[src/hw/rtl/chte_pkg.sv]
// Shared types and constants for the chained hash table engine.
// Holds the request and response structs, operation and status codes,
// and the fixed widths. Depends on nothing.
package chte_pkg;

	// Key and hash geometry.
	localparam int CHAR_W    = 8;
	localparam int KEY_CHARS = 9;
	localparam int KEY_W     = CHAR_W * KEY_CHARS;
	localparam int LOW_W     = 64;
	localparam int HASH_W    = 32;

	// Hash unit step counter: counts the key characters down to zero.
	localparam int HASH_CNT_W = $clog2(KEY_CHARS + 1);

	// Remainder unit: eight dividend bits per step.
	localparam int MOD_STEP_BITS = 8;
	localparam int MOD_STEPS     = HASH_W / MOD_STEP_BITS;
	localparam int MOD_CNT_W     = $clog2(MOD_STEPS + 1);

	// Configuration registers.
	localparam int COUNT_W    = 7;
	localparam int BASE_W     = 8;
	localparam int CFG_DATA_W = 8;
	localparam int CFG_IDX_W  = 2;

	localparam logic [CFG_IDX_W-1:0] CFG_BUCKET_COUNT = CFG_IDX_W'(0);
	localparam logic [CFG_IDX_W-1:0] CFG_HASH_BASE    = CFG_IDX_W'(1);

	localparam logic [COUNT_W-1:0] BUCKET_COUNT_RESET = COUNT_W'(64);
	localparam logic [BASE_W-1:0]  HASH_BASE_RESET    = BASE_W'(7);

	// Width of the reported bucket index.
	localparam int BUCKET_IDX_W = 6;

	// Operation codes; the unused code behaves as a search.
	typedef enum logic [1:0] {
		OP_SEARCH = 2'd0,
		OP_INSERT = 2'd1,
		OP_DELETE = 2'd2
	} op_e;

	// Result status codes.
	typedef enum logic [1:0] {
		ST_DONE   = 2'd0,
		ST_ABSENT = 2'd1,
		ST_DUP    = 2'd2,
		ST_FULL   = 2'd3
	} status_e;

	// One request.
	typedef struct packed {
		logic [1:0]        op;
		logic [LOW_W-1:0]  key_low_chars;
		logic [CHAR_W-1:0] key_last_char;
	} req_t;

	// One result.
	typedef struct packed {
		logic                    found;
		logic [BUCKET_IDX_W-1:0] bucket_index;
		logic [1:0]              status;
	} rsp_t;

endpackage

[src/hw/rtl/chte_hash.sv]
// Polynomial key hash, evaluated in Horner form one character per cycle.
// Starts from the last key character and works down through all KEY_CHARS characters.
// Depends on chte_pkg.
module chte_hash
	import chte_pkg::*;
(
	input  logic              clk,
	input  logic              arst_n,
	input  logic              start,
	input  logic [BASE_W-1:0] base,
	input  logic [KEY_W-1:0]  key,
	output logic              done,
	output logic [HASH_W-1:0] hash
);

	logic [HASH_W-1:0]     acc_q;
	logic [KEY_W-1:0]      key_q;
	logic [BASE_W-1:0]     base_q;
	logic [HASH_CNT_W-1:0] cnt_q;
	logic                  done_q;
	logic [HASH_W-1:0]     prod;
	logic [HASH_W-1:0]     acc_d;

	// One multiply-add: acc * base + next character, modulo 2^32.
	assign prod  = acc_q * HASH_W'(base_q);
	assign acc_d = prod + HASH_W'(key_q[KEY_W-1 -: CHAR_W]);

	// Step counter and completion pulse.
	always_ff @(posedge clk or negedge arst_n) begin
		if (!arst_n) begin
			cnt_q  <= '0;
			done_q <= 1'b0;
		end else begin
			done_q <= 1'b0;
			if (start) begin
				cnt_q <= HASH_CNT_W'(KEY_CHARS);
			end else if (cnt_q != '0) begin
				cnt_q  <= cnt_q - HASH_CNT_W'(1);
				done_q <= (cnt_q == HASH_CNT_W'(1));
			end
		end
	end

	// Accumulator and character shift register; the top byte is consumed first.
	always_ff @(posedge clk) begin
		if (start) begin
			acc_q  <= '0;
			key_q  <= key;
			base_q <= base;
		end else if (cnt_q != '0) begin
			acc_q <= acc_d;
			key_q <= {key_q[KEY_W-CHAR_W-1:0], {CHAR_W{1'b0}}};
		end
	end

	assign done = done_q;
	assign hash = acc_q;

endmodule

[config.mk]
export PLATFORM = sky130hd
export DESIGN_NAME = chte_hash
export DESIGN_NICKNAME = d
export VERILOG_FILES = /design/src/hw/rtl/chte_pkg.sv /design/src/hw/rtl/chte_hash.sv
export SDC_FILE = /design/constraint.sdc
export NUM_CORES = 1
export LEC_CHECK = 0
export BUFFER_PORTS_ARGS = -buffer_cell sky130_fd_sc_hd__buf_2
export CORE_UTILIZATION = 66
export DETAILED_ROUTE_END_ITERATION = 8
export GPL_TIMING_DRIVEN = 0
export HOLD_SLACK_MARGIN = 0.02
export PLACE_DENSITY = 0.88
export SYNTH_ARGS = -nofsm -noshare
export SYNTH_HDL_FRONTEND = slang
export SYNTH_SLANG_ARGS = --single-unit
[constraint.sdc]
create_clock -name clk -period 10.7 [get_ports clk]
set_clock_uncertainty 0.15 [all_clocks]
set_input_delay 2.675 -clock clk [delete_from_list [all_inputs] [get_ports clk]]
set_output_delay 2.675 -clock clk [all_outputs]
set_load 0.05 [all_outputs]
==> impl_results.md, run 1 <==
- Most used DFF post-synth: edfxtp_1
- Final WL: 29600 microns
- Kind of critical path: flip-flop to flip-flop
- Initial antenna violation count: 2
- Layout cell share with drive strength beyond 1: 16.0%
- IO buf count: 115
- Adder-cell share of the synthesized area: 34.4%
- Worst-skew pair later-pin latency: 0.43 ns
- CP Max Fanout: 10
- Async S/R FF share, synth: 4.27%
- Wire per inst: 19.1 microns
- FMAX: 155 MHz
- DR iter-0 viols: 886
- Avg Cell Area, Syn: 10.2 sq um
- Drt pass-1 iters: 9
- Post-place setup slack: 4.31 ns
- DP Wirelength: 21200 microns
- Post-CTS Setup Bufs: 0
- Distinct cell type count after synthesis: 54
- CTS Buf Count: 17
- Setup TNS: 0 ns
- Overall die area: 0.0186 sq mm
- Fillers: 1060
- Slew Limit Fails: 0
- #FFs+latches synth: 117
- Area leader, netlist: fa_1
- Hold buffers post-CTS: 0
- H-tree depth: 4
- Post-CTS sizing: 0
- Final setup margin: 4.24 ns
- Final min period: 6.46 ns
- Max Root-Sink Buffers: 2
- Worst-margin pin slew: 1.11 ns
- Total gr overflow: 0
- CP most frequent cell: fa_1
- Pin count of the biggest net entering global routing: 47
- Synthesized area: 0.0119 sq mm
- Final hold viol count: 0
- Gpl congestion: 0.889
- Mux cell area share after synthesis: 6.29%
- Crit path largest cell delay: 0.62 ns
- Compound-Gate Fraction of Synth Area: 5.81%
- All-Layer GR Usage: 34.5%
- Post-synth top cells: 239 x inv_1, 193 x and2_1, 163 x fa_1
- Via density: 5.75
- Syn_nets: 1488
- DIE HEIGHT: 136 microns
- Worst setup SP type: flip-flop
- Reg area: 0.00317 sq mm
- Worst-path cell chain: clkbuf_1 > clkbuf_1 > and2_1 > fa_1 > fa_1 > fa_1 > inv_1 > fa_1 > inv_1 > ha_1 > a21o_1 > a21o_1 > a211oi_2 > a21oi_1 > o41ai_2 > mux2i_1 > o211ai_1 > a22o_1
- Total clock sinks: 117
- Status: finished, final reports clean
- R2R setup slack: 4.24 ns
- ANT nets after route: 0
- Most numerous cell in the Yosys netlist: inv_1
- Area share of and/or/nand/nor cells after synthesis: 15.7%
- Synth top area share: 27.3%
- Vias in the first global route: 9350
- # DRC: 0
- Via count: 8911
- Number of enable flip-flop cells after synthesis: 80
- Period utilization: 60.4%
- Core box area: 0.0175 sq mm
- Synth area leaders: fa_1 27%, edfxtp_1 20%, and2_1 10%
- Footprint of the multi-input gates: 0.00773 sq mm
- Post-synthesis xor/xnor area fraction: 2.61%
- Max-cap violations: 0
- Syn Inst Count: 1175
- Hold WC Path Type: flip-flop to flip-flop
- Slew HR: 26.0%
- Initial Utilization: 68.3%
- FP Rows: 48
- Final setup fails: 0
- Num ports: 116
- Syn. warnings: 0
- Slowest-stage cell, CP: o41ai_2
- Layout area overhead: 12.4%
- Crit. End Element: flip-flop
- Critical Path AT: 6.62 ns
- First-pass GRT wire length: 47500 microns
- Worst EP required: 10.86 ns
- RSZ-0062 raised after global routing: no
- Final nets: 1623
- Die Wd: 136 microns
- Clk Tree Root Cell: clkbuf_16
- Worst-path clk slew: 0.05 ns
- Register area share after synthesis: 26.5%
- CTS tree: done
- Largest family of logic cells by synthesized area: adder cells
state kept, by name (all words and copies together) (netlist names):
name / flops
key_q: 72
cnt_q: 4
done: 1
hash: 32
base_q: 8
cells by family (layout without fill, tap and decap cells):
| logic type | after synthesis | in the layout |
|---|---|---|
| buffers and inverters | 277 | 425 |
| muxes | 67 | 67 |
| xor gates and xnor gates | 34 | 34 |
| adders and majority gates | 230 | 230 |
| AOI/OAI and AO/OA | 101 | 101 |
| and+or+nand+nor | 349 | 349 |
| DFF | 117 | 117 |
| other | 0 | 2 |
cell usage in the layout (no fill, tap or decap), types with 11 or more instances in the layout:
cell / netlist / final
a21oi_1: 38 / 38
and2_1: 193 / 193
buf_2: 0 / 115
clkbuf_1: 36 / 40
clkbuf_16: 0 / 17
dfxtp_1: 32 / 32
edfxtp_1: 80 / 80
fa_1: 163 / 163
ha_1: 67 / 67
inv_1: 239 / 238
mux2_2: 64 / 64
nand2_1: 99 / 99
nor2_1: 21 / 21
xnor2_1: 22 / 22
xor2_1: 11 / 11
worst paths after layout:
path,startpoint,cells after the start,to
max in group asynchronous,arst_n,1,cnt_q[2]$_DFFE_PN0P_
max reg2reg,base_q[2]$_DFFE_PP_,18,hash[31]$_SDFFE_PP0N_
min reg2reg,hash[31]$_SDFFE_PP0N_,1,hash[31]$_SDFFE_PP0N_
min,hash[31]$_SDFFE_PP0N_,1,hash[31]$_SDFFE_PP0N_
max,base_q[2]$_DFFE_PP_,18,hash[31]$_SDFFE_PP0N_
min in group asynchronous,arst_n,1,cnt_q[0]$_DFFE_PN0P_
area by class of cell:
cell class	instances	area share (%)
Multi-Input combinational cell	781	57.6
Inverter	239	6.69
Clock inverter	11	1.18
Clock buffer	21	3.28
Timing Repair Buffer	116	4.44
Tap cell	225	2.10
Sequential cell	117	23.6
Antenna cell	2	0.0373
Buffer	38	1.06
routing by layer:
metal  vias up  GRT usage (%)  wire length, microns
met3       106           7.46                  2600
met2       464           56.8                 14400
met4         0           16.8                  1280
met1      4395           43.3                 11200
met5         -              0                     0
li1       3946              -                     -
worst max-delay path: cells and delay by family, from the launching register on:
family,cells,cell delay [ns]
fa+ha+maj,5,2.27
simple gates,1,0.24
buf+inv,4,1.13
mux,1,0.28
compound gates,7,1.87
flops,1,0.40
through the flow:
stage                     area [sq um]  utilization (%)  hold WS (ns)  instances
after CTS                        13400             76.7         0.375       1548
after detailed placement         12800             73.3         0.359       1516
after global routing             13400             76.8         0.403       1550
after global placement           12800             73.2         0.351       1515
after floorplan                  11900                -         0.358       1175
final                            13400             76.8         0.375       1550
Power of run 1 is not shown: default switching activity piles up to over one toggle a cycle in this logic, so the estimate is an artifact.
==> run 2: changes to the inputs <==
Settings changed: ABC_AREA set to 1, CORE_UTILIZATION 66 to 62, PLACE_DENSITY 0.88 to 0.83.
Clock period 10.7 ns to 6.7 ns, I/O delays scaled along.
==> impl_results.md, run 2 <==
- Final nets: 2172
- Final hold viol count: 0
- Most common cell after layout, fill and taps aside: nand2_1
- Total clock sinks: 117
- Post-layout util: 70.7%
- Most used DFF post-synth: edfxtp_1
- Vias in the first global route: 11200
- Syn. warnings: 0
- Slew Limit Fails: 0
- Gpl congestion: 0.945
- Max-cap violations: 0
- Met3 Resource Use GR: 6.08%
- Period utilization: 87.4%
- DP Wirelength: 26500 microns
- Via density: 5.16
- Synth top area share: 25.4%
- Max reg flops: 72
- Crit. End Element: flip-flop
- Register area share after synthesis: 24.7%
- Most numerous cell in the Yosys netlist: nand2_1
- Final setup margin: 0.843 ns
- Max Root-Sink Buffers: 2
- Post-synth top cells: 607 x nand2_1, 469 x inv_1, 163 x fa_1
- First-pass GRT wire length: 55300 microns
- Overall die area: 0.0213 sq mm
- #FFs+latches synth: 117
- Avg Cell Area, Syn: 7.44 sq um
- Crit path launch: base_q[3]$_DFFE_PP_
- Core box area: 0.0203 sq mm
- Final setup fails: 0
- R2R setup slack: 0.84 ns
- Global-route met2 utilization: 56.3%
- Num ports: 116
- IO buf count: 115
- Slew HR: 38.8%
- R2r startpoint: base_q[3]$_DFFE_PP_
- Post-CTS sizing: 0
- All-Layer GR Usage: 33.7%
- Worst R2R End: hash[31]$_SDFFE_PP0N_
- FP Rows: 52
- Setup crit end: hash[31]$_SDFFE_PP0N_
- Syn Inst Count: 1725
- ANT nets after route: 0
- Die Wd: 146 microns
- Post-route cell area: 0.0144 sq mm
- Drt pass-1 iters: 5
- Final WL: 34000 microns
- Worst-margin pin slew: 0.918 ns
- Status: finished, final reports clean
- Setup TNS: 0 ns
- Distinct cell type count after synthesis: 37
- Critical Path AT: 6.03 ns
- DR iter-0 viols: 897
- Area leader, netlist: fa_1
- Initial antenna violation count: 1
- Post-CTS Setup Bufs: 0
- Pin count of the biggest net entering global routing: 75
- Final min period: 5.86 ns
- CTS Buf Count: 17
- Synth area leaders: fa_1 25%, edfxtp_1 19%, nand2_1 18%
- Synthesized area: 0.0128 sq mm
- Layout cell share with drive strength beyond 1: 10.4%
- Total gr overflow: 0
- Hold WC Path Type: flip-flop to flip-flop
- Worst setup SP type: flip-flop
- Post-place setup slack: 1.06 ns
- FMAX: 171 MHz
- Worst-path clk slew: 0.06 ns
- CTS tree: done
- # DRC: 0
- N_diodes: 0
- Worst reg2reg path depth: 21
- RSZ-0062 raised after global routing: no
- Gr busiest metal: met2
- Initial Utilization: 63.3%
- Hold_sp: key_q[62]$_DFFE_PP_
- Clk Tree Root Cell: clkbuf_16
- Syn_nets: 2038
- Via count: 11100
- CP Max Fanout: 10
- Number of enable flip-flop cells after synthesis: 80
- DIE HEIGHT: 146 microns
- H-tree depth: 4
- Layout area overhead: 11.8%
- Hold buffers post-CTS: 0
- Met1 Resource Use GR: 43.5%
- Placed inst area: 0.0138 sq mm
- Worst EP required: 6.87 ns
- Worst-skew pair later-pin latency: 0.43 ns
- Kind of critical path: flip-flop to flip-flop
- Async S/R FF share, synth: 4.27%
- Wire per inst: 15.9 microns
- Reg with most FFs: key_q
- Most frequent cells in the layout: 607 x nand2_1, 468 x inv_1, 163 x fa_1, 128 x buf_2, 80 x edfxtp_1
==> run 2: cell families after synthesis <==
logic type	synth area share [%]
and+or+nand+nor	22.9
buffers and inverters	16.2
adders and majority gates	31.9
DFF	24.7
AOI/OAI and AO/OA	3.89
xor gates and xnor gates	0.409
==> run 2: how the worst min path moves through the flow <==
stage / end / slack (ns) / cells after the start
after floorplan: key_q[10]$_DFFE_PP_ / 0.34 / 2
after global placement: key_q[52]$_DFFE_PP_ / 0.34 / 2
after detailed placement: key_q[49]$_DFFE_PP_ / 0.35 / 2
after CTS: key_q[70]$_DFFE_PP_ / 0.35 / 2
after global routing: key_q[49]$_DFFE_PP_ / 0.37 / 2
final: key_q[70]$_DFFE_PP_ / 0.35 / 2
==> run 2: through the flow <==
step	hold WS, ns	std cells
2_1_floorplan	0.337	1725
3_3_place_gp	0.341	2110
3_5_place_dp	0.347	2110
4_1_cts	0.352	2142
5_1_grt	0.370	2142
6_report	0.348	2142
==> run 2: metal layers <==
metal	routed length [microns]	vias up	part of all wire, %
li1	-	5245	-
met1	13600	5254	40
met2	16400	465	48
met3	2840	96	8.4
met4	1120	2	3.3
met5	13	-	0.038
==> run 2: cell type report <==
cell class | count | area [sq um]
Buffer | 73 | 294
Timing Repair Buffer | 115 | 576
Inverter | 475 | 1790
Multi-Input combinational cell | 1060 | 7600
Clock buffer | 18 | 429
Sequential cell | 117 | 3170
Tap cell | 270 | 338
Fill cell | 1629 | 5950
Clock inverter | 14 | 165
==> run 2: worst max-delay path: stages (launching register included) <==
cell	delay [ns]
edfxtp_1	0.33
clkbuf_1	0.67
buf_1	0.74
nand2_1	0.13
inv_1	0.11
fa_1	0.45
fa_1	0.54
fa_1	0.51
inv_1	0.06
fa_1	0.49
inv_1	0.05
ha_1	0.36
nand2_1	0.11
nand2_1	0.09
a21oi_2	0.22
nand3_2	0.18
nand2_1	0.09
inv_1	0.04
nor2_1	0.17
nand3_1	0.10
nand3_1	0.09
nand2_1	0.05
Power of run 2 is left out for the same reason.
