File: config.mk
export PLATFORM = sky130hd
export DESIGN_NAME = chte_mod
export DESIGN_NICKNAME = d
export VERILOG_FILES = /design/src/hw/rtl/chte_pkg.sv /design/src/hw/rtl/chte_mod.sv
export SDC_FILE = /design/constraint.sdc
export NUM_CORES = 1
export LEC_CHECK = 0
export ABC_CLOCK_PERIOD_IN_PS = 23200
export BUFFER_PORTS_ARGS = -buffer_cell sky130_fd_sc_hd__buf_4
export CAP_MARGIN = 20
export CORE_MARGIN = 10
export CORE_UTILIZATION = 35
export DETAILED_ROUTE_END_ITERATION = 8
export PLACE_DENSITY = 0.48
export SYNTH_ARGS = -nofsm -noshare
export SYNTH_HDL_FRONTEND = slang
export SYNTH_SLANG_ARGS = --single-unit
File: constraint.sdc
create_clock -name clk -period 23.2 [get_ports clk]
set_clock_uncertainty 0.15 [all_clocks]
set_input_delay 3.48 -clock clk [delete_from_list [all_inputs] [get_ports clk]]
set_output_delay 3.48 -clock clk [all_outputs]
set_load 0.02 [all_outputs]
File: src/hw/rtl/chte_pkg.sv
// Shared types and constants for the chained hash table engine.
// Holds the request and response structs, operation and status codes,
// and the fixed widths. Depends on nothing.
package chte_pkg;

	// Key and hash geometry.
	localparam int CHAR_W    = 8;
	localparam int KEY_CHARS = 9;
	localparam int KEY_W     = CHAR_W * KEY_CHARS;
	localparam int LOW_W     = 64;
	localparam int HASH_W    = 32;

	// Hash unit step counter: counts the key characters down to zero.
	localparam int HASH_CNT_W = $clog2(KEY_CHARS + 1);

	// Remainder unit: eight dividend bits per step.
	localparam int MOD_STEP_BITS = 8;
	localparam int MOD_STEPS     = HASH_W / MOD_STEP_BITS;
	localparam int MOD_CNT_W     = $clog2(MOD_STEPS + 1);

	// Configuration registers.
	localparam int COUNT_W    = 7;
	localparam int BASE_W     = 8;
	localparam int CFG_DATA_W = 8;
	localparam int CFG_IDX_W  = 2;

	localparam logic [CFG_IDX_W-1:0] CFG_BUCKET_COUNT = CFG_IDX_W'(0);
	localparam logic [CFG_IDX_W-1:0] CFG_HASH_BASE    = CFG_IDX_W'(1);

	localparam logic [COUNT_W-1:0] BUCKET_COUNT_RESET = COUNT_W'(64);
	localparam logic [BASE_W-1:0]  HASH_BASE_RESET    = BASE_W'(7);

	// Width of the reported bucket index.
	localparam int BUCKET_IDX_W = 6;

	// Operation codes; the unused code behaves as a search.
	typedef enum logic [1:0] {
		OP_SEARCH = 2'd0,
		OP_INSERT = 2'd1,
		OP_DELETE = 2'd2
	} op_e;

	// Result status codes.
	typedef enum logic [1:0] {
		ST_DONE   = 2'd0,
		ST_ABSENT = 2'd1,
		ST_DUP    = 2'd2,
		ST_FULL   = 2'd3
	} status_e;

	// One request.
	typedef struct packed {
		logic [1:0]        op;
		logic [LOW_W-1:0]  key_low_chars;
		logic [CHAR_W-1:0] key_last_char;
	} req_t;

	// One result.
	typedef struct packed {
		logic                    found;
		logic [BUCKET_IDX_W-1:0] bucket_index;
		logic [1:0]              status;
	} rsp_t;

endpackage

File: src/hw/rtl/chte_mod.sv
// Remainder of the 32-bit hash by the bucket count, restoring style.
// Eight dividend bits are retired per cycle, over MOD_STEPS steps.
// Depends on chte_pkg.
module chte_mod
	import chte_pkg::*;
(
	input  logic               clk,
	input  logic               arst_n,
	input  logic               start,
	input  logic [HASH_W-1:0]  dividend,
	input  logic [COUNT_W-1:0] divisor,
	output logic               done,
	output logic [COUNT_W-1:0] rem
);

	logic [HASH_W-1:0]    div_q;
	logic [COUNT_W-1:0]   dsr_q;
	logic [COUNT_W-1:0]   rem_q;
	logic [MOD_CNT_W-1:0] cnt_q;
	logic                 done_q;
	logic [HASH_W-1:0]    div_d;
	logic [COUNT_W-1:0]   rem_d;

	// Eight shift and conditional subtract steps on the narrow partial remainder.
	always_comb begin
		logic [COUNT_W:0]  r;
		logic [HASH_W-1:0] d;
		r = {1'b0, rem_q};
		d = div_q;
		for (int i = 0; i < MOD_STEP_BITS; i++) begin
			r = {r[COUNT_W-1:0], d[HASH_W-1]};
			d = {d[HASH_W-2:0], 1'b0};
			if (r >= {1'b0, dsr_q}) begin
				r = r - {1'b0, dsr_q};
			end
		end
		div_d = d;
		rem_d = r[COUNT_W-1:0];
	end

	// Step counter and completion pulse.
	always_ff @(posedge clk or negedge arst_n) begin
		if (!arst_n) begin
			cnt_q  <= '0;
			done_q <= 1'b0;
		end else begin
			done_q <= 1'b0;
			if (start) begin
				cnt_q <= MOD_CNT_W'(MOD_STEPS);
			end else if (cnt_q != '0) begin
				cnt_q  <= cnt_q - MOD_CNT_W'(1);
				done_q <= (cnt_q == MOD_CNT_W'(1));
			end
		end
	end

	// Dividend shift register and partial remainder.
	always_ff @(posedge clk) begin
		if (start) begin
			div_q <= dividend;
			dsr_q <= divisor;
			rem_q <= '0;
		end else if (cnt_q != '0) begin
			div_q <= div_d;
			rem_q <= rem_d;
		end
	end

	assign done = done_q;
	assign rem  = rem_q;

endmodule

==> report_table.html, run 1 <==
<table>
<tr><th>Metric</th><th>Value</th></tr>
<tr><th colspan="2">Floorplanning</th></tr>
<tr><td>Number of top-level design ports</td><td>50</td></tr>
<tr><td>Die Height</td><td>141 um</td></tr>
<tr><td>Total Die Area</td><td>19800 sq um</td></tr>
<tr><td>Initial standard-cell utilization of the core</td><td>0.362</td></tr>
<tr><td>Die width</td><td>141 um</td></tr>
<tr><td>Count of standard-cell rows</td><td>43</td></tr>
<tr><td>Core Footprint</td><td>14000 sq um</td></tr>
<tr><th colspan="2">Setup path</th></tr>
<tr><td>CP Class</td><td>register to register</td></tr>
<tr><td>Worst setup EP type</td><td>register</td></tr>
<tr><td>Critical path's most frequent cell</td><td>o21ai_0</td></tr>
<tr><td>Slack of the worst reg-to-reg path</td><td>4.11 ns</td></tr>
<tr><td>Worst Reg2Reg Path Length in Cells</td><td>75</td></tr>
<tr><td>Kind of start point of the critical path</td><td>register</td></tr>
<tr><td>Worst path top cell family by delay</td><td>compound AO/OA/AOI/OAI gates</td></tr>
<tr><td>WP data arrival</td><td>19.17 ns</td></tr>
<tr><td>Maximum single-stage delay on the critical path</td><td>0.64 ns</td></tr>
<tr><td>Stages on worst setup path</td><td>75</td></tr>
<tr><td>R2r startpoint</td><td>dsr_q[1]</td></tr>
<tr><td>Biggest fanout along the worst timing path</td><td>20</td></tr>
<tr><td>Worst setup startpoint</td><td>dsr_q[1]</td></tr>
<tr><td>Slowest cell on crit path</td><td>edfxtp_1</td></tr>
<tr><td>Worst Path Required</td><td>23.28 ns</td></tr>
<tr><td>FF-to-FF End</td><td>rem[0]</td></tr>
<tr><td>Worst path buffer plus inverter count</td><td>6</td></tr>
<tr><td>CP endpoint</td><td>rem[0]</td></tr>
<tr><th colspan="2">Clocking</th></tr>
<tr><td>Clock Latency Late Sink</td><td>0.29 ns</td></tr>
<tr><td>Number of buffers on the longest clock path</td><td>2</td></tr>
<tr><td>CTS HTree Levels</td><td>2</td></tr>
<tr><td>Num CTS Buffers</td><td>5</td></tr>
<tr><td>Clock tree from TritonCTS</td><td>yes</td></tr>
<tr><td>Clock transition at the registers of the reported paths</td><td>0.07 ns</td></tr>
<tr><td>Post-CTS sizing</td><td>0</td></tr>
<tr><td>Setup Fix Bufs, Post-CTS</td><td>0</td></tr>
<tr><td>CTS sink cnt</td><td>50</td></tr>
<tr><td>Clock root buffer master</td><td>clkbuf_16</td></tr>
<tr><td>Hold_buf cts</td><td>0</td></tr>
<tr><th colspan="2">Synthesis</th></tr>
<tr><td>Summed instance area of the synthesized netlist</td><td>5080 sq um</td></tr>
<tr><td>Leading register cell type out of synthesis</td><td>edfxtp_1</td></tr>
<tr><td>Synth Register Bits</td><td>50</td></tr>
<tr><td>Synth cell count leaders</td><td>59 x ha_1, 43 x inv_1, 39 x edfxtp_1</td></tr>
<tr><td>Syn Nets</td><td>634</td></tr>
<tr><td>Cell type contributing the most total cell area after synthesis</td><td>edfxtp_1</td></tr>
<tr><td>Post-Syn Area per Cell</td><td>9.69 sq um</td></tr>
<tr><td>Most instantiated library cell after synthesis</td><td>ha_1</td></tr>
<tr><td>Sequential element share of the synthesized area</td><td>0.278</td></tr>
<tr><td>Number of standard cells after synthesis</td><td>525</td></tr>
<tr><td>Yosys cell types</td><td>75</td></tr>
<tr><td>Fraction of synthesized cell area taken by the top area cell type</td><td>0.230</td></tr>
<tr><td>Synthesis Warnings</td><td>0</td></tr>
<tr><td>Share of synthesized registers carrying an async set or reset</td><td>0.0800</td></tr>
<tr><td>Top area cells in the synthesized netlist</td><td>edfxtp_1 23%, ha_1 15%, mux2_2 7.1%, mux2i_1 3.9%, o21ai_0 3.6%</td></tr>
<tr><td>Number of enable-type register cells in the synthesized netlist</td><td>39</td></tr>
<tr><th colspan="2">Placement</th></tr>
<tr><td>Count of buffers inserted at the top-level ports</td><td>49</td></tr>
<tr><td>Cell count after placement</td><td>745</td></tr>
<tr><td>Placer congestion estimate</td><td>0.857</td></tr>
<tr><td>Final HPWL DP</td><td>10.5 mm</td></tr>
<tr><th colspan="2">Route</th></tr>
<tr><td>Via density per instance</td><td>5.42</td></tr>
<tr><td>Number of DRC violations after detailed routing</td><td>0</td></tr>
<tr><td>Number of nets with antenna violations after detailed routing</td><td>0</td></tr>
<tr><td>Count of routing violations after the opening detailed-route iteration</td><td>243</td></tr>
<tr><td>DRT Pass-1 Iters</td><td>4</td></tr>
<tr><td>Via count of the routed design</td><td>4082</td></tr>
<tr><td>Average routed wire per standard cell</td><td>17.7 um</td></tr>
<tr><td>Detailed Route WL</td><td>13.3 mm</td></tr>
<tr><th colspan="2">Finish</th></tr>
<tr><td>Share of layout cells above drive strength 1</td><td>0.185</td></tr>
<tr><td>Area Overhead vs Synth</td><td>14.0%</td></tr>
<tr><td>Final non-filler cell total</td><td>753</td></tr>
<tr><td>Net count of the finished layout</td><td>681</td></tr>
<tr><td>Antenna Diode Count</td><td>0</td></tr>
<tr><th colspan="2">Status</th></tr>
<tr><td>Status</td><td>finished, final reports clean</td></tr>
<tr><th colspan="2">GRT</th></tr>
<tr><td>Via count of the first global-routing pass</td><td>4147</td></tr>
<tr><td>Wire length of the first global-routing pass</td><td>21.5 mm</td></tr>
<tr><td>Combined global-route utilization of all metal layers</td><td>0.131</td></tr>
<tr><td>Antenna violations before repair</td><td>0</td></tr>
<tr><td>Gr ovfl total</td><td>0</td></tr>
<tr><td>Maximum number of pins on one net before global-route repair</td><td>45</td></tr>
<tr><th colspan="2">Hold path</th></tr>
<tr><td>Worst min-delay path class</td><td>register to register</td></tr>
<tr><td>Cells on Worst Hold Path</td><td>1</td></tr>
<tr><th colspan="2">Timing</th></tr>
<tr><td>Slew @ Worst Pin</td><td>0.647 ns</td></tr>
<tr><td>Normalized max-slew margin</td><td>0.565</td></tr>
<tr><td>Ratio of final minimum period to clock period</td><td>0.823</td></tr>
<tr><td>Final period demand of the worst path</td><td>19.09 ns</td></tr>
<tr><td>Setup repair after global routing missed its margin</td><td>false</td></tr>
<tr><td>Total of endpoints with negative setup slack in the final report</td><td>0</td></tr>
<tr><td>Peak Freq</td><td>52.4 MHz</td></tr>
<tr><td>Endpoints failing hold</td><td>0</td></tr>
<tr><td>Number of pins with negative max-slew slack in the final report</td><td>0</td></tr>
<tr><td>Total negative setup slack</td><td>0 ns</td></tr>
<tr><th colspan="2">Run</th></tr>
<tr><td>Count of maximum capacitance violations</td><td>0</td></tr>
</table>
==> kinds of logic (layout without fill, tap and decap cells) <==
| family | Yosys count | in the layout | share of synthesized area |
|---|---|---|---|
| AOI/OAI and AO/OA | 134 | 134 | 0.183 |
| adders and majority gates | 67 | 67 | 0.177 |
| xor gates and xnor gates | 29 | 29 | 0.0500 |
| DFF | 50 | 50 | 0.278 |
| buffers and inverters | 55 | 103 | 0.0460 |
| and+or+nand+nor | 136 | 136 | 0.151 |
| muxes | 54 | 54 | 0.116 |
==> how the worst min path moves through the flow <==
stage                         from   end
final                     cnt_q[2]  done
after global routing      cnt_q[2]  done
after CTS                 cnt_q[2]  done
after detailed placement  cnt_q[2]  done
after global placement    cnt_q[2]  done
after floorplan           cnt_q[2]  done
==> sequential cells by signal, indices dropped and copies added, names as in the netlist <==
signal	flops
done	1
div_q	32
dsr_q	7
rem	7
cnt_q	3
==> cell type report <==
class / instances / area [sq um]
well taps: 180 / 225
flip-flops and latches: 50 / 1410
clock buffers: 6 / 150
repair buffers: 52 / 390
clock inverters: 2 / 17.5
fillers: 1365 / 8250
multi-input cells: 420 / 3440
inverters: 43 / 161
==> metal layers <==
metal,GRT usage,vias up,part of all wire
li1,-,2057,-
met1,0.166,1927,0.46
met2,0.224,84,0.48
met3,0.0274,14,0.048
met4,0.0272,0,0.013
met5,0,-,0
==> worst reg2reg max path: cells and delay by family (launching register included) <==
family	cells	cell delay (ns)
AO/OA/AOI/OAI	41	9.07
AND/OR/NAND/NOR	14	3.44
adder cells (fa/ha/maj)	8	2.78
multiplexers	6	1.83
buffers and inverters	6	1.11
flip-flops	1	0.64
==> layout by cell type, fill, tap and decap left out, types with 7 or more instances in the layout <==
cell / synthesis / routed
o21a_1: 8 / 8
nand2_1: 29 / 29
a21oi_1: 19 / 19
dfxtp_1: 7 / 7
nor2_1: 23 / 23
edfxtp_1: 39 / 39
xor2_1: 11 / 11
and2_1: 9 / 9
mux2i_1: 20 / 20
inv_1: 43 / 43
xnor2_1: 18 / 18
a21o_1: 13 / 13
o21ai_0: 37 / 37
mux2_2: 32 / 32
nor2b_1: 16 / 16
nor3_1: 8 / 8
fa_1: 8 / 8
nand2b_1: 16 / 16
buf_4: 1 / 52
ha_1: 59 / 59
==> stage by stage <==
step	setup slack, ns	instance area [sq um]	util	hold WS (ns)
finish	4.11	5800	0.413	0.330
global route	2.32	5800	0.413	0.339
CTS	4.11	5800	0.413	0.331
detailed placement	4.24	5630	0.401	0.311
global placement	4.56	5630	0.401	0.317
floorplan	6.30	5080	-	0.284
Power of run 1 is not shown: default switching activity piles up to over one toggle a cycle in this logic, so the estimate is an artifact.
==> run 2, diff against run 1 <==
--- a/config.mk
+++ b/config.mk
@@ -5,7 +5,7 @@
 export SDC_FILE = /design/constraint.sdc
 export NUM_CORES = 1
 export LEC_CHECK = 0
-export ABC_CLOCK_PERIOD_IN_PS = 23200
+export ABC_CLOCK_PERIOD_IN_PS = 18200
 export BUFFER_PORTS_ARGS = -buffer_cell sky130_fd_sc_hd__buf_4
 export CAP_MARGIN = 20
 export CORE_MARGIN = 10
==> constraint.sdc (replaced) <==
create_clock -name clk -period 18.2 [get_ports clk]
set_clock_uncertainty 0.15 [all_clocks]
set_input_delay 2.73 -clock clk [delete_from_list [all_inputs] [get_ports clk]]
set_output_delay 2.73 -clock clk [all_outputs]
set_load 0.02 [all_outputs]
==> run 2 against run 1 <==
  * Core utilization increased by 1.8 points
  * Global-route usage increased by 0.69 points
  * Die area unchanged
  * Final cell count increased by 3.9%
  * Cell area increased by 4.3%
  * Wire length increased by 4.8%
  * Via count increased by 2.5%
  * Register-to-register slack got worse by 3.0 ns
  * Worst hold slack improved by 0.027 ns
  * Critical endpoint unchanged
  * Sequential cell count unchanged
==> report_table.html, run 2 (same netlist as run 1, synthesis figures left out) <==
<table>
<tr><th>Metric</th><th>Value</th></tr>
<tr><th colspan="2">Route</th></tr>
<tr><td>DRT Pass-1 Iters</td><td>4 (unchanged)</td></tr>
<tr><td>Via density per instance</td><td>5.35 (was 5.42)</td></tr>
<tr><td>Number of DRC violations after detailed routing</td><td>0 (unchanged)</td></tr>
<tr><td>Number of nets with antenna violations after detailed routing</td><td>0 (unchanged)</td></tr>
<tr><td>Detailed Route WL</td><td>14.0 mm (was 13.3 mm)</td></tr>
<tr><td>Count of routing violations after the opening detailed-route iteration</td><td>181 (was 243)</td></tr>
<tr><td>Average routed wire per standard cell</td><td>17.8 um (was 17.7 um)</td></tr>
<tr><td>Via count of the routed design</td><td>4183 (was 4082)</td></tr>
<tr><th colspan="2">Floorplanning</th></tr>
<tr><td>Die width</td><td>141 um (unchanged)</td></tr>
<tr><td>Initial standard-cell utilization of the core</td><td>0.362 (unchanged)</td></tr>
<tr><td>Core Footprint</td><td>14000 sq um (unchanged)</td></tr>
<tr><td>Number of top-level design ports</td><td>50 (unchanged)</td></tr>
<tr><td>Die Height</td><td>141 um (unchanged)</td></tr>
<tr><td>Total Die Area</td><td>19800 sq um (unchanged)</td></tr>
<tr><td>Count of standard-cell rows</td><td>43 (unchanged)</td></tr>
<tr><th colspan="2">GRT</th></tr>
<tr><td>Via count of the first global-routing pass</td><td>4354 (was 4147)</td></tr>
<tr><td>Wire length of the first global-routing pass</td><td>22.6 mm (was 21.5 mm)</td></tr>
<tr><td>Maximum number of pins on one net before global-route repair</td><td>45 (unchanged)</td></tr>
<tr><td>Combined global-route utilization of all metal layers</td><td>0.138 (was 0.131)</td></tr>
<tr><td>Gr ovfl total</td><td>0 (unchanged)</td></tr>
<tr><td>Antenna violations before repair</td><td>0 (unchanged)</td></tr>
<tr><th colspan="2">Setup path</th></tr>
<tr><td>Maximum single-stage delay on the critical path</td><td>0.46 ns (was 0.64 ns)</td></tr>
<tr><td>Worst path buffer plus inverter count</td><td>8 (was 6)</td></tr>
<tr><td>Worst setup EP type</td><td>register (unchanged)</td></tr>
<tr><td>Slowest cell on crit path</td><td>fa_1 (was edfxtp_1)</td></tr>
<tr><td>Kind of start point of the critical path</td><td>register (unchanged)</td></tr>
<tr><td>WP data arrival</td><td>17.21 ns (was 19.17 ns)</td></tr>
<tr><td>Critical path's most frequent cell</td><td>ha_1 (was o21ai_0)</td></tr>
<tr><td>CP Class</td><td>register to register (unchanged)</td></tr>
<tr><td>Biggest fanout along the worst timing path</td><td>18 (was 20)</td></tr>
<tr><td>Slack of the worst reg-to-reg path</td><td>1.07 ns (was 4.11 ns)</td></tr>
<tr><td>Worst Path Required</td><td>18.27 ns (was 23.28 ns)</td></tr>
<tr><td>Worst path top cell family by delay</td><td>compound AO/OA/AOI/OAI gates (unchanged)</td></tr>
<tr><th colspan="2">Finish</th></tr>
<tr><td>Net count of the finished layout</td><td>710 (was 681)</td></tr>
<tr><td>Most frequent cells in the layout</td><td>81 x buf_4, 59 x ha_1, 43 x inv_1, 39 x edfxtp_1, 33 x o21ai_0 (was 59 x ha_1, 52 x buf_4, 43 x inv_1, 39 x edfxtp_1, 37 x o21ai_0)</td></tr>
<tr><td>Antenna Diode Count</td><td>0 (unchanged)</td></tr>
<tr><td>Final design area excluding fillers</td><td>6050 sq um (was 5800 sq um)</td></tr>
<tr><td>Most common library cell in the layout ignoring fill and taps</td><td>buf_4 (was ha_1)</td></tr>
<tr><td>Register with the most flip-flops</td><td>div_q (unchanged)</td></tr>
<tr><td>Number of filler cells placed in the layout</td><td>1378 (was 1365)</td></tr>
<tr><td>Share of layout cells above drive strength 1</td><td>0.239 (was 0.185)</td></tr>
<tr><td>Area Overhead vs Synth</td><td>18.9% (was 14.0%)</td></tr>
<tr><td>Max reg flops</td><td>32 (unchanged)</td></tr>
<tr><th colspan="2">Timing</th></tr>
<tr><td>Slew @ Worst Pin</td><td>0.586 ns (was 0.647 ns)</td></tr>
<tr><td>Peak Freq</td><td>58.4 MHz (was 52.4 MHz)</td></tr>
<tr><td>Number of pins with negative max-slew slack in the final report</td><td>0 (unchanged)</td></tr>
<tr><td>Final period demand of the worst path</td><td>17.13 ns (was 19.09 ns)</td></tr>
<tr><td>Ratio of final minimum period to clock period</td><td>0.941 (was 0.823)</td></tr>
<tr><td>Normalized max-slew margin</td><td>0.606 (was 0.565)</td></tr>
<tr><td>Total of endpoints with negative setup slack in the final report</td><td>0 (unchanged)</td></tr>
<tr><td>Endpoints failing hold</td><td>0 (unchanged)</td></tr>
<tr><th colspan="2">Run</th></tr>
<tr><td>Count of maximum capacitance violations</td><td>0 (unchanged)</td></tr>
<tr><th colspan="2">Clocking</th></tr>
<tr><td>Num CTS Buffers</td><td>5 (unchanged)</td></tr>
<tr><td>Number of buffers on the longest clock path</td><td>2 (unchanged)</td></tr>
<tr><td>Clock tree from TritonCTS</td><td>yes (unchanged)</td></tr>
<tr><td>Hold_buf cts</td><td>0 (unchanged)</td></tr>
<tr><td>Clock transition at the registers of the reported paths</td><td>0.07 ns (about the same)</td></tr>
<tr><td>CTS sink cnt</td><td>50 (unchanged)</td></tr>
<tr><td>Clock root buffer master</td><td>clkbuf_16 (unchanged)</td></tr>
<tr><td>Clock Latency Late Sink</td><td>0.29 ns (about the same)</td></tr>
<tr><td>CTS HTree Levels</td><td>2 (unchanged)</td></tr>
<tr><th colspan="2">Status</th></tr>
<tr><td>Status</td><td>finished, final reports clean (unchanged)</td></tr>
<tr><th colspan="2">Placement</th></tr>
<tr><td>Count of buffers inserted at the top-level ports</td><td>49 (unchanged)</td></tr>
<tr><td>Placed inst area</td><td>5840 sq um (was 5630 sq um)</td></tr>
<tr><td>Placer congestion estimate</td><td>0.884 (was 0.857)</td></tr>
<tr><td>Final HPWL DP</td><td>11.1 mm (was 10.5 mm)</td></tr>
<tr><th colspan="2">Hold path</th></tr>
<tr><td>Worst min-delay path class</td><td>register to register (unchanged)</td></tr>
</table>
-- run 2: cell types whose count changed in the layout (fill, tap and decap cells not counted), moves of 2 or more --
cell     previous run  this run
mux2i_2             0         3
nor2_2              0         2
nor2_1             23        21
o21ai_0            37        33
o21ai_1             1         5
mux2i_1            20        17
buf_4              52        81
-- run 2: through the flow --
step	hold WS (ns)	TNS, ns	utilization	cells	worst slack, ns
after CTS	0.353	0	0.428	781	0.540
final	0.356	0	0.431	782	1.07
after floorplan	0.284	0	-	525	1.30
after global placement	0.307	0	0.416	773	0.837
after detailed placement	0.344	0	0.416	773	0.649
after global routing	0.385	-0.0258	0.431	782	-0.0148
-- run 2: repair_timing --
action	in CTS	in global routing
setup endpoints to repair	0	7
hold endpoints to repair	0	0
setup buffers	0	1
gates resized for setup	0	14
-- run 2: worst paths after layout --
kind	from	to	depth (start not counted)
min	cnt_q[2]	done	1
max in group asynchronous	arst_n	cnt_q[1]	1
max	dsr_q[0]	rem[0]	75
max reg2reg	dsr_q[0]	rem[0]	75
min reg2reg	cnt_q[2]	done	1
min in group asynchronous	arst_n	cnt_q[2]	1
-- run 2: final cells by class --
class | count | area, sq um | area share
Inverter | 43 | 161 | 0.0267
Timing Repair Buffer | 81 | 608 | 0.101
Sequential cell | 50 | 1410 | 0.233
Tap cell | 180 | 225 | 0.0372
Multi-Input combinational cell | 420 | 3470 | 0.574
Clock inverter | 3 | 42.5 | 0.00703
Clock buffer | 5 | 125 | 0.0207
-- run 2: per-layer routing --
layer / up-vias / GRT usage / wire length (um)
met5: - / 0 / 0
met2: 113 / 0.232 / 6510
met1: 1942 / 0.175 / 6420
met3: 23 / 0.0254 / 700
met4: 0 / 0.0391 / 321
li1: 2105 / - / -
Power of run 2 is left out for the same reason.
==> run 3, diff against run 2 <==
--- a/config.mk
+++ b/config.mk
@@ -5,6 +5,7 @@
 export SDC_FILE = /design/constraint.sdc
 export NUM_CORES = 1
 export LEC_CHECK = 0
+export ABC_AREA = 1
 export ABC_CLOCK_PERIOD_IN_PS = 18200
 export BUFFER_PORTS_ARGS = -buffer_cell sky130_fd_sc_hd__buf_4
 export CAP_MARGIN = 20
==> run 3 against run 2 <==
  * Global-route usage fell by 0.35 points
  * Register-to-register slack better by 2.3 ns
  * Synthesized area is 5.7% higher
  * Synthesized cell count up 35%
  * Critical endpoint is now rem[6]
==> report_table.html, run 3 <==
<table>
<tr><th>Metric</th><th>Value</th></tr>
<tr><th colspan="2">Route</th></tr>
<tr><td>Via count of the routed design</td><td>4625 (was 4183)</td></tr>
<tr><td>DRT Pass-1 Iters</td><td>4 (unchanged)</td></tr>
<tr><td>Average routed wire per standard cell</td><td>14.2 um (was 17.8 um)</td></tr>
<tr><td>Detailed Route WL</td><td>13.5 mm (was 14.0 mm)</td></tr>
<tr><td>Via density per instance</td><td>4.88 (was 5.35)</td></tr>
<tr><td>Number of nets with antenna violations after detailed routing</td><td>0 (unchanged)</td></tr>
<tr><td>Count of routing violations after the opening detailed-route iteration</td><td>232 (was 181)</td></tr>
<tr><td>Number of DRC violations after detailed routing</td><td>0 (unchanged)</td></tr>
<tr><th colspan="2">Timing</th></tr>
<tr><td>Final period demand of the worst path</td><td>14.88 ns (was 17.13 ns)</td></tr>
<tr><td>Peak Freq</td><td>67.2 MHz (was 58.4 MHz)</td></tr>
<tr><td>Ratio of final minimum period to clock period</td><td>0.818 (was 0.941)</td></tr>
<tr><td>Total of endpoints with negative setup slack in the final report</td><td>0 (unchanged)</td></tr>
<tr><td>Total negative setup slack</td><td>0 ns (unchanged)</td></tr>
<tr><td>Number of pins with negative max-slew slack in the final report</td><td>0 (unchanged)</td></tr>
<tr><td>Endpoints failing hold</td><td>0 (unchanged)</td></tr>
<tr><td>Normalized max-slew margin</td><td>0.432 (was 0.606)</td></tr>
<tr><td>Setup repair after global routing missed its margin</td><td>false</td></tr>
<tr><td>Slew @ Worst Pin</td><td>0.841 ns (was 0.586 ns)</td></tr>
<tr><th colspan="2">Synthesis</th></tr>
<tr><td>Simple logic cell fraction of the synthesized area</td><td>0.333 (was 0.151)</td></tr>
<tr><td>Synthesis Warnings</td><td>0 (unchanged)</td></tr>
<tr><td>Sequential element share of the synthesized area</td><td>0.263 (was 0.278)</td></tr>
<tr><td>Area share of xor/xnor cells in the synthesized design</td><td>0.0603 (was 0.0500)</td></tr>
<tr><td>Top area cells in the synthesized netlist</td><td>edfxtp_1 22%, nand2_1 16%, ha_1 14%, inv_1 7.9%, nand3_1 5.6% (was edfxtp_1 23%, ha_1 15%, mux2_2 7.1%, mux2i_1 3.9%, o21ai_0 3.6%)</td></tr>
<tr><td>Area fraction in compound gates after synthesis</td><td>0.0896 (was 0.183)</td></tr>
<tr><td>Dominant combinational cell family by area after synthesis</td><td>simple AND/OR/NAND/NOR gates (was compound AO/OA/AOI/OAI gates)</td></tr>
<tr><td>Fraction of synthesized cell area taken by the top area cell type</td><td>0.218 (was 0.230)</td></tr>
<tr><td>Yosys cell types</td><td>40 (was 75)</td></tr>
<tr><td>Post-Syn Area per Cell</td><td>7.60 sq um (was 9.69 sq um)</td></tr>
<tr><td>Number of enable-type register cells in the synthesized netlist</td><td>39 (unchanged)</td></tr>
<tr><td>Synth cell count leaders</td><td>236 x nand2_1, 113 x inv_1, 60 x nand3_1 (was 59 x ha_1, 43 x inv_1, 39 x edfxtp_1)</td></tr>
<tr><td>Syn Nets</td><td>816 (was 634)</td></tr>
<tr><td>Cell type contributing the most total cell area after synthesis</td><td>edfxtp_1 (unchanged)</td></tr>
<tr><td>Synth Register Bits</td><td>50 (unchanged)</td></tr>
<tr><td>Multiplexer area fraction after synthesis</td><td>0 (was 0.116)</td></tr>
<tr><td>Share of synthesized registers carrying an async set or reset</td><td>0.0800 (unchanged)</td></tr>
<tr><td>Most instantiated library cell after synthesis</td><td>nand2_1 (was ha_1)</td></tr>
<tr><td>Leading register cell type out of synthesis</td><td>edfxtp_1 (unchanged)</td></tr>
<tr><td>Number of standard cells after synthesis</td><td>707 (was 525)</td></tr>
<tr><td>Synthesized-area fraction occupied by adder cells</td><td>0.167 (was 0.177)</td></tr>
<tr><td>Summed instance area of the synthesized netlist</td><td>5380 sq um (was 5080 sq um)</td></tr>
<tr><th colspan="2">Floorplanning</th></tr>
<tr><td>Number of top-level design ports</td><td>50 (unchanged)</td></tr>
<tr><td>Initial standard-cell utilization of the core</td><td>0.355 (was 0.362)</td></tr>
<tr><td>Core Footprint</td><td>15100 sq um (was 14000 sq um)</td></tr>
<tr><td>Count of standard-cell rows</td><td>45 (was 43)</td></tr>
<tr><td>Total Die Area</td><td>20700 sq um (was 19800 sq um)</td></tr>
<tr><td>Die Height</td><td>144 um (was 141 um)</td></tr>
<tr><td>Die width</td><td>144 um (was 141 um)</td></tr>
<tr><th colspan="2">Run</th></tr>
<tr><td>Count of maximum capacitance violations</td><td>0 (unchanged)</td></tr>
<tr><th colspan="2">Hold path</th></tr>
<tr><td>Worst min-delay path class</td><td>register to register (unchanged)</td></tr>
<tr><th colspan="2">Clocking</th></tr>
<tr><td>Clock Latency Late Sink</td><td>0.29 ns (about the same)</td></tr>
<tr><td>Clock tree from TritonCTS</td><td>yes (unchanged)</td></tr>
<tr><td>Setup Fix Bufs, Post-CTS</td><td>0 (unchanged)</td></tr>
<tr><td>CTS HTree Levels</td><td>2 (unchanged)</td></tr>
<tr><td>Clock root buffer master</td><td>clkbuf_16 (unchanged)</td></tr>
<tr><td>Hold_buf cts</td><td>0 (unchanged)</td></tr>
<tr><td>Post-CTS sizing</td><td>0 (unchanged)</td></tr>
<tr><td>Number of buffers on the longest clock path</td><td>2 (unchanged)</td></tr>
<tr><td>Clock transition at the registers of the reported paths</td><td>0.07 ns (about the same)</td></tr>
<tr><td>CTS sink cnt</td><td>50 (unchanged)</td></tr>
<tr><td>Num CTS Buffers</td><td>5 (unchanged)</td></tr>
<tr><th colspan="2">Placement</th></tr>
<tr><td>Final HPWL DP</td><td>10.8 mm (was 11.1 mm)</td></tr>
<tr><td>Count of buffers inserted at the top-level ports</td><td>49 (unchanged)</td></tr>
<tr><td>Placer congestion estimate</td><td>0.910 (was 0.884)</td></tr>
<tr><th colspan="2">Finish</th></tr>
<tr><td>Most common library cell in the layout ignoring fill and taps</td><td>nand2_1 (was buf_4)</td></tr>
<tr><td>Antenna Diode Count</td><td>0 (unchanged)</td></tr>
<tr><td>Share of layout cells above drive strength 1</td><td>0.144 (was 0.239)</td></tr>
<tr><td>Register with the most flip-flops</td><td>div_q (unchanged)</td></tr>
<tr><td>Most frequent cells in the layout</td><td>236 x nand2_1, 113 x inv_1, 60 x nand3_1, 59 x ha_1, 51 x buf_4 (was 81 x buf_4, 59 x ha_1, 43 x inv_1, 39 x edfxtp_1, 33 x o21ai_0)</td></tr>
<tr><td>Max reg flops</td><td>32 (unchanged)</td></tr>
<tr><td>Area Overhead vs Synth</td><td>13.7% (was 18.9%)</td></tr>
<tr><td>Net count of the finished layout</td><td>867 (was 710)</td></tr>
<tr><th colspan="2">GRT</th></tr>
<tr><td>Via count of the first global-routing pass</td><td>4531 (was 4354)</td></tr>
<tr><td>Gr ovfl total</td><td>0 (unchanged)</td></tr>
<tr><td>Maximum number of pins on one net before global-route repair</td><td>42 (was 45)</td></tr>
<tr><td>Antenna violations before repair</td><td>0 (unchanged)</td></tr>
<tr><td>Wire length of the first global-routing pass</td><td>22.5 mm (was 22.6 mm)</td></tr>
<tr><td>Combined global-route utilization of all metal layers</td><td>0.135 (was 0.138)</td></tr>
<tr><th colspan="2">Setup path</th></tr>
<tr><td>Biggest fanout along the worst timing path</td><td>10 (was 18)</td></tr>
<tr><td>Maximum single-stage delay on the critical path</td><td>0.63 ns (was 0.46 ns)</td></tr>
<tr><td>Slack of the worst reg-to-reg path</td><td>3.32 ns (was 1.07 ns)</td></tr>
<tr><td>Worst setup EP type</td><td>register (unchanged)</td></tr>
<tr><td>Slowest cell on crit path</td><td>edfxtp_1 (was fa_1)</td></tr>
<tr><td>Worst Path Required</td><td>18.23 ns (was 18.27 ns)</td></tr>
<tr><td>CP Class</td><td>register to register (unchanged)</td></tr>
<tr><td>Critical path's most frequent cell</td><td>nand2_1 (was ha_1)</td></tr>
<tr><td>WP data arrival</td><td>14.91 ns (was 17.21 ns)</td></tr>
<tr><td>Kind of start point of the critical path</td><td>register (unchanged)</td></tr>
<tr><th colspan="2">Status</th></tr>
<tr><td>Status</td><td>finished, final reports clean (unchanged)</td></tr>
</table>
run 3: cell types whose count changed after synthesis, moves of 13 or more:
cell      delta
o21ai_0     -23
nor2b_1     -16
mux2_2      -32
inv_1       +70
nand2_1    +207
nand2b_1    -16
nand3_4     +13
nand2_2     +14
nand3_1     +56
mux2i_1     -20
nor2_1      -16
run 3: stage by stage:
stage	worst slack (ns)	cell area, sq um	utilization	hold WS, ns	cells
global placement	3.62	5970	0.394	0.344	939
floorplan	5.29	5380	-	0.336	707
CTS	3.33	6110	0.403	0.370	947
global route	1.55	6110	0.403	0.382	947
detailed placement	3.40	5970	0.394	0.347	939
finish	3.32	6110	0.403	0.363	947
run 3: layout make-up:
cell class                 instances  area, sq um
clock buffer                       6          129
clock inverter                     2         15.0
fill                            1566         9030
inverter                         118          445
multi-input combinational        532         3490
sequential                        50         1410
tap                              188          235
timing repair buffer              51          383
run 3: path summary, 6_finish.rpt:
path,startpoint,end,cells past startpoint
worst max-delay path,dsr_q[1],rem[6],88
worst min-delay path,div_q[7],div_q[15],2
worst max register to register,dsr_q[1],rem[6],88
worst min register to register,div_q[7],div_q[15],2
max in group asynchronous,arst_n,cnt_q[0],1
min in group asynchronous,arst_n,cnt_q[1],1
run 3: per-layer routing:
metal  track usage  part of all wire
met1         0.170              0.46
met2         0.229              0.49
met3        0.0244             0.037
met4        0.0371             0.013
met5             0                 0
run 3: cell families after synthesis:
kind of cell,after synthesis
AOI/OAI and AO/OA,67
xor gates and xnor gates,37
adders and majority gates,67
buffers and inverters,125
DFF,50
and+or+nand+nor,361
run 3: critical path, delay by kind of cell, from the launching register on:
| family | cells | cell delay [ns] |
|---|---|---|
| and+or+nand+nor | 47 | 4.70 |
| buffers and inverters | 11 | 1.47 |
| DFF | 1 | 0.63 |
| AOI/OAI and AO/OA | 22 | 4.78 |
| adders and majority gates | 8 | 3.02 |
Power of run 3 is left out for the same reason.
